$ cat src/rtl/kci_pkg.sv
// Shared types and constants for the keyed colour interpolator.
// No dependencies; every other file in rtl/ refers to this package.
`default_nettype none

package kci_pkg;

	localparam int POS_W = 16;   // Q4.12 key and fraction width
	localparam int COL_W = 16;   // Q0.16 colour component width
	localparam int T_W   = 16;   // Q0.16 blend weight width

	// input word action codes
	localparam logic ACT_LOAD = 1'b0;
	localparam logic ACT_EVAL = 1'b1;

	// colour channel select codes
	localparam logic [1:0] CH_R = 2'd0;
	localparam logic [1:0] CH_G = 2'd1;
	localparam logic [1:0] CH_B = 2'd2;
	localparam logic [1:0] CH_LAST = 2'd3;

	typedef struct packed {
		logic [COL_W-1:0] r;
		logic [COL_W-1:0] g;
		logic [COL_W-1:0] b;
	} rgb_t;

endpackage

`default_nettype wire

$ cat src/rtl/kci_if.sv
// Valid/ready channel interfaces for the interpolator's input and result words.
// Depends on kci_pkg for field widths.
`default_nettype none

interface kci_in_if;
	logic                              valid;
	logic                              ready;
	logic                              action;
	logic [3:0]                        entry_index;
	logic signed [kci_pkg::POS_W-1:0]  key_position;
	logic [kci_pkg::COL_W-1:0]         red_in;
	logic [kci_pkg::COL_W-1:0]         green_in;
	logic [kci_pkg::COL_W-1:0]         blue_in;
	logic signed [kci_pkg::POS_W-1:0]  fraction;

	modport source (
		output valid, action, entry_index, key_position, red_in, green_in, blue_in,
			fraction,
		input  ready
	);
	modport sink (
		input  valid, action, entry_index, key_position, red_in, green_in, blue_in,
			fraction,
		output ready
	);
endinterface

interface kci_out_if;
	logic                      valid;
	logic                      ready;
	logic [kci_pkg::COL_W-1:0] red_out;
	logic [kci_pkg::COL_W-1:0] green_out;
	logic [kci_pkg::COL_W-1:0] blue_out;

	modport source (
		output valid, red_out, green_out, blue_out,
		input  ready
	);
	modport sink (
		input  valid, red_out, green_out, blue_out,
		output ready
	);
endinterface

`default_nettype wire

$ cat src/rtl/kci_table.sv
// Key and colour store: one write port, one shared read address, registered read.
// Depends on kci_pkg (rgb_t, POS_W).
`default_nettype none

module kci_table #(
	parameter int MAX_KEYS = 16
) (
	input  wire                                  clk,
	input  wire                                  wr_en,
	input  wire [$clog2(MAX_KEYS)-1:0]           wr_addr,
	input  wire [kci_pkg::POS_W-1:0]             wr_key,
	input  kci_pkg::rgb_t                        wr_col,
	input  wire [$clog2(MAX_KEYS)-1:0]           rd_addr,
	output logic [kci_pkg::POS_W-1:0]            key_rd,
	output kci_pkg::rgb_t                        col_rd
);

	logic [kci_pkg::POS_W-1:0] key_mem [MAX_KEYS];
	kci_pkg::rgb_t             col_mem [MAX_KEYS];

	always_ff @(posedge clk) begin
		if (wr_en) begin
			key_mem[wr_addr] <= wr_key;
			col_mem[wr_addr] <= wr_col;
		end
	end

	always_ff @(posedge clk) begin
		key_rd <= key_mem[rd_addr];
		col_rd <= col_mem[rd_addr];
	end

endmodule

`default_nettype wire

$ cat src/rtl/kci_div.sv
// Restoring divider, one quotient bit per cycle: quot = (num << 16) / den.
// Needs num < den. Depends on kci_pkg (T_W).
`default_nettype none

module kci_div (
	input  wire                       clk,
	input  wire                       arst_n,
	input  wire                       start,
	input  wire [kci_pkg::T_W-1:0]    num,
	input  wire [kci_pkg::T_W-1:0]    den,
	output logic                      done,
	output logic [kci_pkg::T_W-1:0]   quot
);

	localparam int CNT_W = $clog2(kci_pkg::T_W + 1);

	logic [kci_pkg::T_W-1:0] rem_q;
	logic [kci_pkg::T_W-1:0] den_q;
	logic [kci_pkg::T_W-1:0] quo_q;
	logic [CNT_W-1:0]        cnt_q;
	logic                    busy_q;
	logic                    done_q;

	logic [kci_pkg::T_W:0]   rem_sh;
	logic [kci_pkg::T_W:0]   rem_sub;
	logic                    fits;

	// remainder stays below den, so the shifted value stays below 2*den
	always_comb begin
		rem_sh  = {rem_q, 1'b0};
		rem_sub = rem_sh - {1'b0, den_q};
		fits    = (rem_sh >= {1'b0, den_q});
	end

	always_ff @(posedge clk or negedge arst_n) begin
		if (!arst_n) begin
			busy_q <= 1'b0;
			done_q <= 1'b0;
			cnt_q  <= '0;
		end else begin
			done_q <= 1'b0;
			if (start) begin
				busy_q <= 1'b1;
				cnt_q  <= CNT_W'(kci_pkg::T_W);
			end else if (busy_q) begin
				cnt_q <= cnt_q - 1'b1;
				if (cnt_q == CNT_W'(1)) begin
					busy_q <= 1'b0;
					done_q <= 1'b1;
				end
			end
		end
	end

	always_ff @(posedge clk) begin
		if (start) begin
			rem_q <= num;
			den_q <= den;
			quo_q <= '0;
		end else if (busy_q) begin
			rem_q <= fits ? rem_sub[kci_pkg::T_W-1:0] : rem_sh[kci_pkg::T_W-1:0];
			quo_q <= {quo_q[kci_pkg::T_W-2:0], fits};
		end
	end

	assign done = done_q;
	assign quot = quo_q;

endmodule

`default_nettype wire

$ cat src/rtl/kci_mix.sv
// Colour blend with one shared multiplier: out = c0 + floor((c1 - c0) * t / 2^16),
// one channel per cycle, product registered before the add. Depends on kci_pkg.
`default_nettype none

module kci_mix (
	input  wire                       clk,
	input  wire                       arst_n,
	input  wire                       start,
	input  kci_pkg::rgb_t             c0,
	input  kci_pkg::rgb_t             c1,
	input  wire [kci_pkg::T_W-1:0]    t,
	output logic                      done,
	output kci_pkg::rgb_t             res
);

	localparam int PROD_W = kci_pkg::COL_W + kci_pkg::T_W + 2;

	kci_pkg::rgb_t             c0_q;
	kci_pkg::rgb_t             c1_q;
	logic [kci_pkg::T_W-1:0]   t_q;
	logic [1:0]                step_q;
	logic                      busy_q;
	logic                      done_q;
	logic signed [PROD_W-1:0]  prod_s1;
	kci_pkg::rgb_t             res_q;

	logic signed [kci_pkg::COL_W:0] diff;
	logic signed [PROD_W-1:0]       mult;
	logic [1:0]                     prev;
	logic [kci_pkg::COL_W-1:0]      sum;

	function automatic logic [kci_pkg::COL_W-1:0] chan(input kci_pkg::rgb_t c,
			input logic [1:0] k);
		case (k)
			kci_pkg::CH_R: chan = c.r;
			kci_pkg::CH_G: chan = c.g;
			default:       chan = c.b;
		endcase
	endfunction

	always_comb begin
		diff = $signed({1'b0, chan(c1_q, step_q)}) - $signed({1'b0, chan(c0_q, step_q)});
		mult = diff * $signed({1'b0, t_q});
		prev = step_q - 1'b1;
		// the blend lies between c0 and c1, so the low 16 bits of the sum are exact
		sum  = chan(c0_q, prev) + prod_s1[kci_pkg::COL_W+kci_pkg::T_W-1:kci_pkg::T_W];
	end

	always_ff @(posedge clk or negedge arst_n) begin
		if (!arst_n) begin
			busy_q <= 1'b0;
			done_q <= 1'b0;
			step_q <= kci_pkg::CH_R;
		end else begin
			done_q <= 1'b0;
			if (start) begin
				busy_q <= 1'b1;
				step_q <= kci_pkg::CH_R;
			end else if (busy_q) begin
				step_q <= step_q + 1'b1;
				if (step_q == kci_pkg::CH_LAST) begin
					busy_q <= 1'b0;
					done_q <= 1'b1;
				end
			end
		end
	end

	always_ff @(posedge clk) begin
		if (start) begin
			c0_q <= c0;
			c1_q <= c1;
			t_q  <= t;
		end else if (busy_q) begin
			prod_s1 <= mult;
			if (step_q != kci_pkg::CH_R) begin
				case (prev)
					kci_pkg::CH_R: res_q.r <= sum;
					kci_pkg::CH_G: res_q.g <= sum;
					default:       res_q.b <= sum;
				endcase
			end
		end
	end

	assign done = done_q;
	assign res  = res_q;

endmodule

`default_nettype wire

$ cat src/rtl/keyed_color_linear_interpolator.sv
// Keyed colour interpolator: a table of up to MAX_KEYS (key, RGB) entries and
// a piecewise-linear colour lookup between neighbouring keys.
// Channels: item (valid/ready sink) carries load and evaluate words; result
// (valid/ready source) carries one interpolated colour per evaluate. A load
// writes one entry in the accept cycle and gives no result; an evaluate with
// key_count of zero gives none either. cfg_we/cfg_wdata write key_count; the
// user must write them only while the block is idle; it does not enforce this.
// Timing: item.ready is high only while the sequencer is idle, so one word is
// in flight at a time. An evaluate runs the accept, a key scan (at most the
// key count of keys read), the divider (skipped when the fraction lies below
// the first key or at or above the last), two colour reads, the blend and the
// output load. Scan speed is set by the single read port of the table; the
// divider yields one quotient bit a cycle; the blend shares one multiplier
// over the three channels.
// The result sits in an output register; the next word is accepted while it
// waits. If the receiver stalls, a finished evaluate waits in the final state
// until the register is free. Reset clears key_count, the sequencer and the
// result valid; table contents are undefined until loaded.
`default_nettype none

module keyed_color_linear_interpolator #(
	parameter int MAX_KEYS = 16
) (
	input  wire         clk,
	input  wire         arst_n,
	input  wire         cfg_we,
	input  wire [4:0]   cfg_wdata,
	kci_in_if.sink      item,
	kci_out_if.source   result
);

	localparam int ADDR_W = $clog2(MAX_KEYS);
	localparam int CNT_W  = $clog2(MAX_KEYS + 1);

	// sequencer states
	localparam logic [2:0] S_IDLE  = 3'd0;
	localparam logic [2:0] S_SCAN  = 3'd1;
	localparam logic [2:0] S_DIV   = 3'd2;
	localparam logic [2:0] S_RDL   = 3'd3;
	localparam logic [2:0] S_RDR   = 3'd4;
	localparam logic [2:0] S_MIXGO = 3'd5;
	localparam logic [2:0] S_MIXW  = 3'd6;
	localparam logic [2:0] S_OUT   = 3'd7;

	logic [2:0]                        state_q, state_d;
	logic [4:0]                        key_count_q;
	logic signed [kci_pkg::POS_W-1:0]  frac_q;
	logic [CNT_W-1:0]                  n_q;
	logic [CNT_W-1:0]                  idx_q;
	logic                              found_q;
	logic [ADDR_W-1:0]                 left_q;
	logic [ADDR_W-1:0]                 right_q;
	logic [kci_pkg::POS_W-1:0]         kl_q;
	logic [kci_pkg::T_W-1:0]           t_q;
	kci_pkg::rgb_t                     c0_q;
	kci_pkg::rgb_t                     out_q;
	logic                              out_valid_q;

	logic                              in_acc;
	logic [31:0]                       n_full;
	logic [CNT_W-1:0]                  n_cur;
	logic [31:0]                       widx_ext;
	logic                              wr_en;
	logic [CNT_W-1:0]                  idx_nx;
	logic [ADDR_W-1:0]                 idx_addr;
	logic [ADDR_W-1:0]                 rd_addr;
	logic                              key_le;
	logic                              scan_last;
	logic                              out_free;
	logic                              div_start;
	logic                              mix_start;
	logic [kci_pkg::T_W-1:0]           div_num;
	logic [kci_pkg::T_W-1:0]           div_den;
	logic                              div_done;
	logic [kci_pkg::T_W-1:0]           div_quot;
	logic                              mix_done;
	kci_pkg::rgb_t                     mix_res;
	logic [kci_pkg::POS_W-1:0]         key_rd;
	kci_pkg::rgb_t                     col_rd;
	kci_pkg::rgb_t                     wr_col;

	assign item.ready = (state_q == S_IDLE);
	assign in_acc     = item.valid && item.ready;

	// entries in use, clamped to the table depth
	always_comb begin
		n_full = (32'(key_count_q) > 32'(MAX_KEYS)) ? 32'(MAX_KEYS) : 32'(key_count_q);
		n_cur  = n_full[CNT_W-1:0];
	end

	// load words beyond the table are dropped
	assign widx_ext = 32'(item.entry_index);
	assign wr_en    = in_acc && (item.action == kci_pkg::ACT_LOAD)
		&& (widx_ext < 32'(MAX_KEYS));
	assign wr_col   = '{r: item.red_in, g: item.green_in, b: item.blue_in};

	assign idx_nx    = idx_q + 1'b1;
	assign idx_addr  = idx_q[ADDR_W-1:0];
	assign key_le    = ($signed(key_rd) <= frac_q);
	assign scan_last = (idx_q == n_q - 1'b1);
	assign out_free  = !out_valid_q || result.ready;

	// left key <= fraction < right key, so the numerator is not negative and the denominator is positive
	assign div_num = frac_q - kl_q;
	assign div_den = key_rd - kl_q;

	always_comb begin
		state_d   = state_q;
		rd_addr   = '0;
		div_start = 1'b0;
		mix_start = 1'b0;
		case (state_q)
			S_IDLE: begin
				if (in_acc && (item.action == kci_pkg::ACT_EVAL) && (n_cur != '0)) begin
					state_d = S_SCAN;
				end
			end
			S_SCAN: begin
				// key_rd holds entry idx_q here
				if (key_le) begin
					if (scan_last) begin
						state_d = S_RDL;
					end else begin
						rd_addr = idx_nx[ADDR_W-1:0];
					end
				end else if (found_q) begin
					div_start = 1'b1;
					state_d   = S_DIV;
				end else begin
					state_d = S_RDL;
				end
			end
			S_DIV: begin
				if (div_done) begin
					state_d = S_RDL;
				end
			end
			S_RDL: begin
				rd_addr = left_q;
				state_d = S_RDR;
			end
			S_RDR: begin
				rd_addr = right_q;
				state_d = S_MIXGO;
			end
			S_MIXGO: begin
				mix_start = 1'b1;
				state_d   = S_MIXW;
			end
			S_MIXW: begin
				if (mix_done) begin
					state_d = S_OUT;
				end
			end
			S_OUT: begin
				if (out_free) begin
					state_d = S_IDLE;
				end
			end
			default: begin
				state_d = S_IDLE;
			end
		endcase
	end

	always_ff @(posedge clk or negedge arst_n) begin
		if (!arst_n) begin
			state_q     <= S_IDLE;
			key_count_q <= '0;
			out_valid_q <= 1'b0;
			found_q     <= 1'b0;
			idx_q       <= '0;
		end else begin
			state_q <= state_d;
			if (cfg_we) begin
				key_count_q <= cfg_wdata;
			end
			// a new result may replace the one leaving in the same cycle
			if ((state_q == S_OUT) && out_free) begin
				out_valid_q <= 1'b1;
			end else if (result.valid && result.ready) begin
				out_valid_q <= 1'b0;
			end
			if (state_q == S_IDLE) begin
				idx_q   <= '0;
				found_q <= 1'b0;
			end else if ((state_q == S_SCAN) && key_le) begin
				found_q <= 1'b1;
				if (!scan_last) begin
					idx_q <= idx_nx;
				end
			end
		end
	end

	// datapath registers
	always_ff @(posedge clk) begin
		if (in_acc) begin
			frac_q <= item.fraction;
			n_q    <= n_cur;
		end
		case (state_q)
			S_SCAN: begin
				if (key_le) begin
					kl_q   <= key_rd;
					left_q <= idx_addr;
					if (scan_last) begin
						right_q <= idx_addr;
						t_q     <= '0;
					end
				end else if (found_q) begin
					right_q <= idx_addr;
				end else begin
					// fraction below the first key: first colour
					left_q  <= '0;
					right_q <= '0;
					t_q     <= '0;
				end
			end
			S_DIV: begin
				if (div_done) begin
					t_q <= div_quot;
				end
			end
			S_RDR: begin
				c0_q <= col_rd;
			end
			S_OUT: begin
				if (out_free) begin
					out_q <= mix_res;
				end
			end
			default: begin
			end
		endcase
	end

	kci_table #(
		.MAX_KEYS (MAX_KEYS)
	) u_table (
		.clk     (clk),
		.wr_en   (wr_en),
		.wr_addr (widx_ext[ADDR_W-1:0]),
		.wr_key  (item.key_position),
		.wr_col  (wr_col),
		.rd_addr (rd_addr),
		.key_rd  (key_rd),
		.col_rd  (col_rd)
	);

	kci_div u_div (
		.clk    (clk),
		.arst_n (arst_n),
		.start  (div_start),
		.num    (div_num),
		.den    (div_den),
		.done   (div_done),
		.quot   (div_quot)
	);

	kci_mix u_mix (
		.clk    (clk),
		.arst_n (arst_n),
		.start  (mix_start),
		.c0     (c0_q),
		.c1     (col_rd),
		.t      (t_q),
		.done   (mix_done),
		.res    (mix_res)
	);

	assign result.valid     = out_valid_q;
	assign result.red_out   = out_q.r;
	assign result.green_out = out_q.g;
	assign result.blue_out  = out_q.b;

endmodule

`default_nettype wire
$ cat src/flat_wrapper.sv
// flat-port wrapper written by rule: the top's interface ports become plain ports
module keyed_color_linear_interpolator_flat 
#(
	parameter int MAX_KEYS = 16
)
  (clk, arst_n, cfg_we, cfg_wdata, item_valid, item_action, item_entry_index, item_key_position, item_red_in, item_green_in, item_blue_in, item_fraction, item_ready, result_valid, result_red_out, result_green_out, result_blue_out, result_ready);
  kci_in_if item_i ();
  kci_out_if result_i ();
  input  wire clk;
  input  wire arst_n;
  input  wire cfg_we;
  input  wire [4:0] cfg_wdata;
  input wire logic [$bits(item_i.valid)-1:0] item_valid;
  input wire logic [$bits(item_i.action)-1:0] item_action;
  input wire logic [$bits(item_i.entry_index)-1:0] item_entry_index;
  input wire logic [$bits(item_i.key_position)-1:0] item_key_position;
  input wire logic [$bits(item_i.red_in)-1:0] item_red_in;
  input wire logic [$bits(item_i.green_in)-1:0] item_green_in;
  input wire logic [$bits(item_i.blue_in)-1:0] item_blue_in;
  input wire logic [$bits(item_i.fraction)-1:0] item_fraction;
  output wire logic [$bits(item_i.ready)-1:0] item_ready;
  output wire logic [$bits(result_i.valid)-1:0] result_valid;
  output wire logic [$bits(result_i.red_out)-1:0] result_red_out;
  output wire logic [$bits(result_i.green_out)-1:0] result_green_out;
  output wire logic [$bits(result_i.blue_out)-1:0] result_blue_out;
  input wire logic [$bits(result_i.ready)-1:0] result_ready;
  assign item_i.valid = item_valid;
  assign item_i.action = item_action;
  assign item_i.entry_index = item_entry_index;
  assign item_i.key_position = item_key_position;
  assign item_i.red_in = item_red_in;
  assign item_i.green_in = item_green_in;
  assign item_i.blue_in = item_blue_in;
  assign item_i.fraction = item_fraction;
  assign item_ready = item_i.ready;
  assign result_valid = result_i.valid;
  assign result_red_out = result_i.red_out;
  assign result_green_out = result_i.green_out;
  assign result_blue_out = result_i.blue_out;
  assign result_i.ready = result_ready;
  keyed_color_linear_interpolator #(.MAX_KEYS(MAX_KEYS)) u_core (.clk(clk), .arst_n(arst_n), .cfg_we(cfg_we), .cfg_wdata(cfg_wdata), .item(item_i), .result(result_i));
endmodule
$ cat config.mk
export PLATFORM = sky130hd
export DESIGN_NAME = keyed_color_linear_interpolator_flat
export DESIGN_NICKNAME = d
export VERILOG_FILES = /design/src/rtl/kci_pkg.sv /design/src/rtl/kci_if.sv /design/src/rtl/kci_table.sv /design/src/rtl/kci_div.sv /design/src/rtl/kci_mix.sv /design/src/rtl/keyed_color_linear_interpolator.sv /design/src/flat_wrapper.sv
export SDC_FILE = /design/constraint.sdc
export NUM_CORES = 2
export LEC_CHECK = 0
export ABC_AREA = 1
export BUFFER_PORTS_ARGS = -buffer_cell sky130_fd_sc_hd__clkbuf_2
export CAP_MARGIN = 10
export CORE_ASPECT_RATIO = 1.2
export CORE_MARGIN = 5
export CORE_UTILIZATION = 60
export CTS_BUF_LIST = sky130_fd_sc_hd__clkbuf_2
export CTS_CLUSTER_SIZE = 10
export DETAILED_ROUTE_END_ITERATION = 16
export PLACE_DENSITY = 0.77
export SYNTH_ARGS = -nofsm -noshare
export SYNTH_HDL_FRONTEND = slang
export SYNTH_SLANG_ARGS = --single-unit
$ cat constraint.sdc
create_clock -name clk -period 9.2 [get_ports clk]
set_clock_uncertainty 0.15 [all_clocks]
set_input_delay 1.84 -clock clk [delete_from_list [all_inputs] [get_ports clk]]
set_output_delay 1.84 -clock clk [all_outputs]
set_load 0.005 [all_outputs]
==> impl_metrics.py <==
metrics = {
    "timing": {
        "finalCriticalPeriod_ns": 8.80,
        "hold_viol_final": 0,
        "tightest_slew_ns": 1.17,
        "relSlewSlack": 0.223,
        "holdWs_ns": 0.227,
        "min_period_over_period": 0.956,
        "timing.setup.tns_ns": 0,
        "max_freq_ghz": 0.114,
        "maxSlewViolCount": 0,
        "setup_viol": 0,
    },
    "placed_design": {
        "place.gp.congestion": 0.961,
        "postPlaceCellArea_um2": 76300,
        "portBuffers": 144,
        "place_inst": 8438,
        "dp.final_hpwl_um": 108000,
    },
    "finish": {
        "fillers": 9351,
        "area_delta_synth_final_pct": 7.47,
        "nets": 7704,
        "finalNonFillerCells": 9083,
        "stdcell_area_um2": 79600,
        "drive_above_1_share": 0.113,
    },
    "floorplanning": {
        "core-area_um2": 123000,
        "ios": 145,
        "start_util": 0.603,
        "die-area_um2": 131000,
        "die_w_um": 331,
        "die_y_um": 395,
        "fp-row-count": 141,
    },
    "global_routing": {
        "grt_max_degree": 214,
        "grt_pass1_wl_um": 277000,
        "gr-usage-all-layers": 0.274,
        "antenna_found_initial": 18,
        "gr-total-overflow": 0,
        "first_global_vias": 50761,
    },
    "job": {
        "maxCapViolCount": 0,
    },
    "routing": {
        "drt-total-wl_um": 180000,
        "ant_nets": 0,
        "drt-initial-drc-count": 5470,
        "wl_per_cell_um": 19.8,
        "route.detailed.drc": 0,
        "drt-pass1-iter-count": 7,
        "routed_via_density": 5.63,
        "num_vias": 51133,
    },
    "clock_network": {
        "clock_latency_ns": 1.64,
        "numCtsBuffers": 356,
        "cts_tree": "yes",
        "clk_pin_slew_ns": 0.13,
        "clock-root-buffer": "clkbuf_2",
        "clock_path_buffers": 4,
        "htree_levels": 5,
        "clkSinkCount": 1495,
    },
    "synthesis": {
        "yosysUniqueCellTypes": 50,
        "synth_flop_cell": "edfxtp_1",
        "syn_inst": 6896,
        "ys_ff_latch": 1495,
        "synth_async_sr_flop_share": 0.0174,
        "syn_area_per_cell_um2": 10.7,
        "synthesis.area_um2": 74100,
        "synth_warnings": 0,
        "synth_seq_area_share": 0.593,
        "synth_edf_count": 1389,
        "syn_nets": 7443,
    },
    "critical_path": {
        "cp_max_fo": 21,
        "cp_common_cell": "nand2_1",
        "arrival_ns": 10.02,
        "rr_startpoint": "u_core.u_mix.step_q[0]",
        "end_kind": "flop",
        "slowest_delay_ns": 0.60,
        "ff2ff_setup_slack_ns": 0.40,
        "r2r_cells": 40,
        "required_ns": 10.42,
        "start_kind": "flop",
        "crit_path_top_delay_cell": "fa_1",
        "r2r-end": "u_core.u_mix.prod_s1[30]",
        "setup.worst_path.class": "flop to flop",
    },
    "min_path": {
        "whs_path_depth": 0,
        "min_from": "u_core.u_table.col_rd[29]",
        "hold_class": "flop to flop",
        "min_to": "u_core.u_mix.c1_q[29]",
    },
    "status": {
        "status": "completed",
    },
}
worst max-delay path, delay by kind of cell (launching register included):
family | cells | cell delay, ns
AND/OR/NAND/NOR | 14 | 1.79
flip-flops | 1 | 0.46
adder cells (fa/ha/maj) | 10 | 4.28
buffers and inverters | 8 | 0.78
AO/OA/AOI/OAI | 6 | 0.86
XOR/XNOR | 2 | 0.22
per-stage QoR:
step,utilization,worst slack [ns]
after global routing,0.647,-0.0152
after CTS,0.647,0.239
after floorplan,-,0.828
final,0.648,0.400
after detailed placement,0.621,0.317
after global placement,0.621,0.402
worst max path at each step:
stage,startpoint,endpoint,slack (ns)
2_1_floorplan,u_core.u_mix.step_q[0],u_core.u_mix.prod_s1[22],0.83
3_3_place_gp,u_core.u_mix.step_q[0],u_core.u_mix.prod_s1[29],0.40
3_5_place_dp,u_core.u_mix.step_q[0],u_core.u_mix.prod_s1[30],0.32
4_1_cts,u_core.u_mix.step_q[0],u_core.u_mix.prod_s1[29],0.24
5_1_grt,u_core.u_mix.step_q[0],u_core.u_mix.prod_s1[26],-0.02
6_report,u_core.u_mix.step_q[0],u_core.u_mix.prod_s1[30],0.40
synth_stat cells (all sizes together) (4+ instances only):
cell type	n	area share
edfxtp	1389	0.56
inv	1288	0.065
nand3	1256	0.085
nand2	1113	0.057
fa	266	0.072
nor2	262	0.013
buf	208	0.014
nand3b	194	0.020
ha	186	0.031
a21oi	142	0.0096
clkbuf	112	0.0057
o21ai	111	0.0075
dfxtp	80	0.022
xor2	66	0.0078
xnor2	31	0.0037
dfrtp	26	0.0088
o22ai	24	0.0020
a22o	20	0.0024
or2	19	0.0016
nor3	15	0.0010
clkinv	14	0.00071
nand4	11	0.00093
a21o	9	0.00091
a22oi	8	0.00081
o21bai	8	0.00081
o31ai	8	0.00081
nor4	6	0.00051
a31oi	4	0.00034
o21a	4	0.00041
kinds of logic (layout without fill, tap and decap cells):
logic type                 Yosys count  count (layout)  share of synthesized area
AOI/OAI and AO/OA                  350             350                     0.0269
xor gates and xnor gates            97              97                     0.0115
adders and majority gates          452             452                      0.103
buffers and inverters             1622            2148                     0.0859
DFF                               1495            1495                      0.593
muxes                                1               1                   0.000152
other                                0              17                          0
and+or+nand+nor                   2879            2879                      0.179
cells in the final DEF, fill, tap and decap left out, types with 3 or more instances in the layout:
master / instances
nor2_1: 239
dlygate4sd3_1: 3
a31oi_1: 4
dfrtp_1: 26
nand3_1: 1252
buf_4: 60
nor3_1: 14
clkinv_2: 14
inv_2: 9
ha_1: 184
a21oi_1: 141
fa_1: 265
dfxtp_1: 80
nand2_1: 1106
buf_12: 15
nor2_4: 17
nand3b_1: 194
o21ai_1: 4
diode_2: 17
a21o_1: 9
nand4_1: 11
or2_2: 17
inv_1: 1278
o22ai_1: 24
nor2_2: 6
clkinv_1: 89
nand2_2: 4
o21ai_0: 106
o31ai_1: 8
o21bai_1: 7
a22oi_1: 8
nor4_1: 5
edfxtp_1: 1389
bufinv_16: 5
clkbuf_2: 670
xnor2_1: 31
xor2_1: 66
o21a_1: 4
a22o_1: 20
metal layers:
metal	up-vias	part of all wire	wire length, um	global-route usage
met5	-	0.00031	55	0
met4	8	0.038	6850	0.129
met3	432	0.096	17200	0.0620
met2	2584	0.49	87500	0.439
met1	24527	0.38	68600	0.358
li1	23582	-	-	-
sequential cells by signal, indices dropped and copies added (netlist names), 48 cells and up:
signal and cells:
u_core.c0_q 48, u_core.u_mix.c0_q 48, u_core.u_mix.c1_q 48, u_core.u_mix.res 48, u_core.u_table.col_mem 768, u_core.u_table.col_rd 48, u_core.u_table.key_mem 256
layout make-up:
| cell class | instances | area (um2) | area share |
|---|---|---|---|
| multi-input combinational | 3779 | 24000 | 0.301 |
| inverter | 1302 | 4910 | 0.0616 |
| antenna | 17 | 42.5 | 0.000534 |
| timing repair buffer | 223 | 1510 | 0.0190 |
| clock inverter | 97 | 512 | 0.00643 |
| clock buffer | 526 | 2630 | 0.0331 |
| sequential | 1495 | 44000 | 0.552 |
| tap | 1644 | 2060 | 0.0258 |
repair_timing:
item	CTS	global route
setup endpoints to repair	0	13
gates resized for setup	0	16
hold endpoints to repair	23	0
hold buffers	3	0
setup buffers	0	2
Power is left out: the tool's default activity adds up to more than one toggle a clock period on the data nets, which glitch-free logic cannot reach.
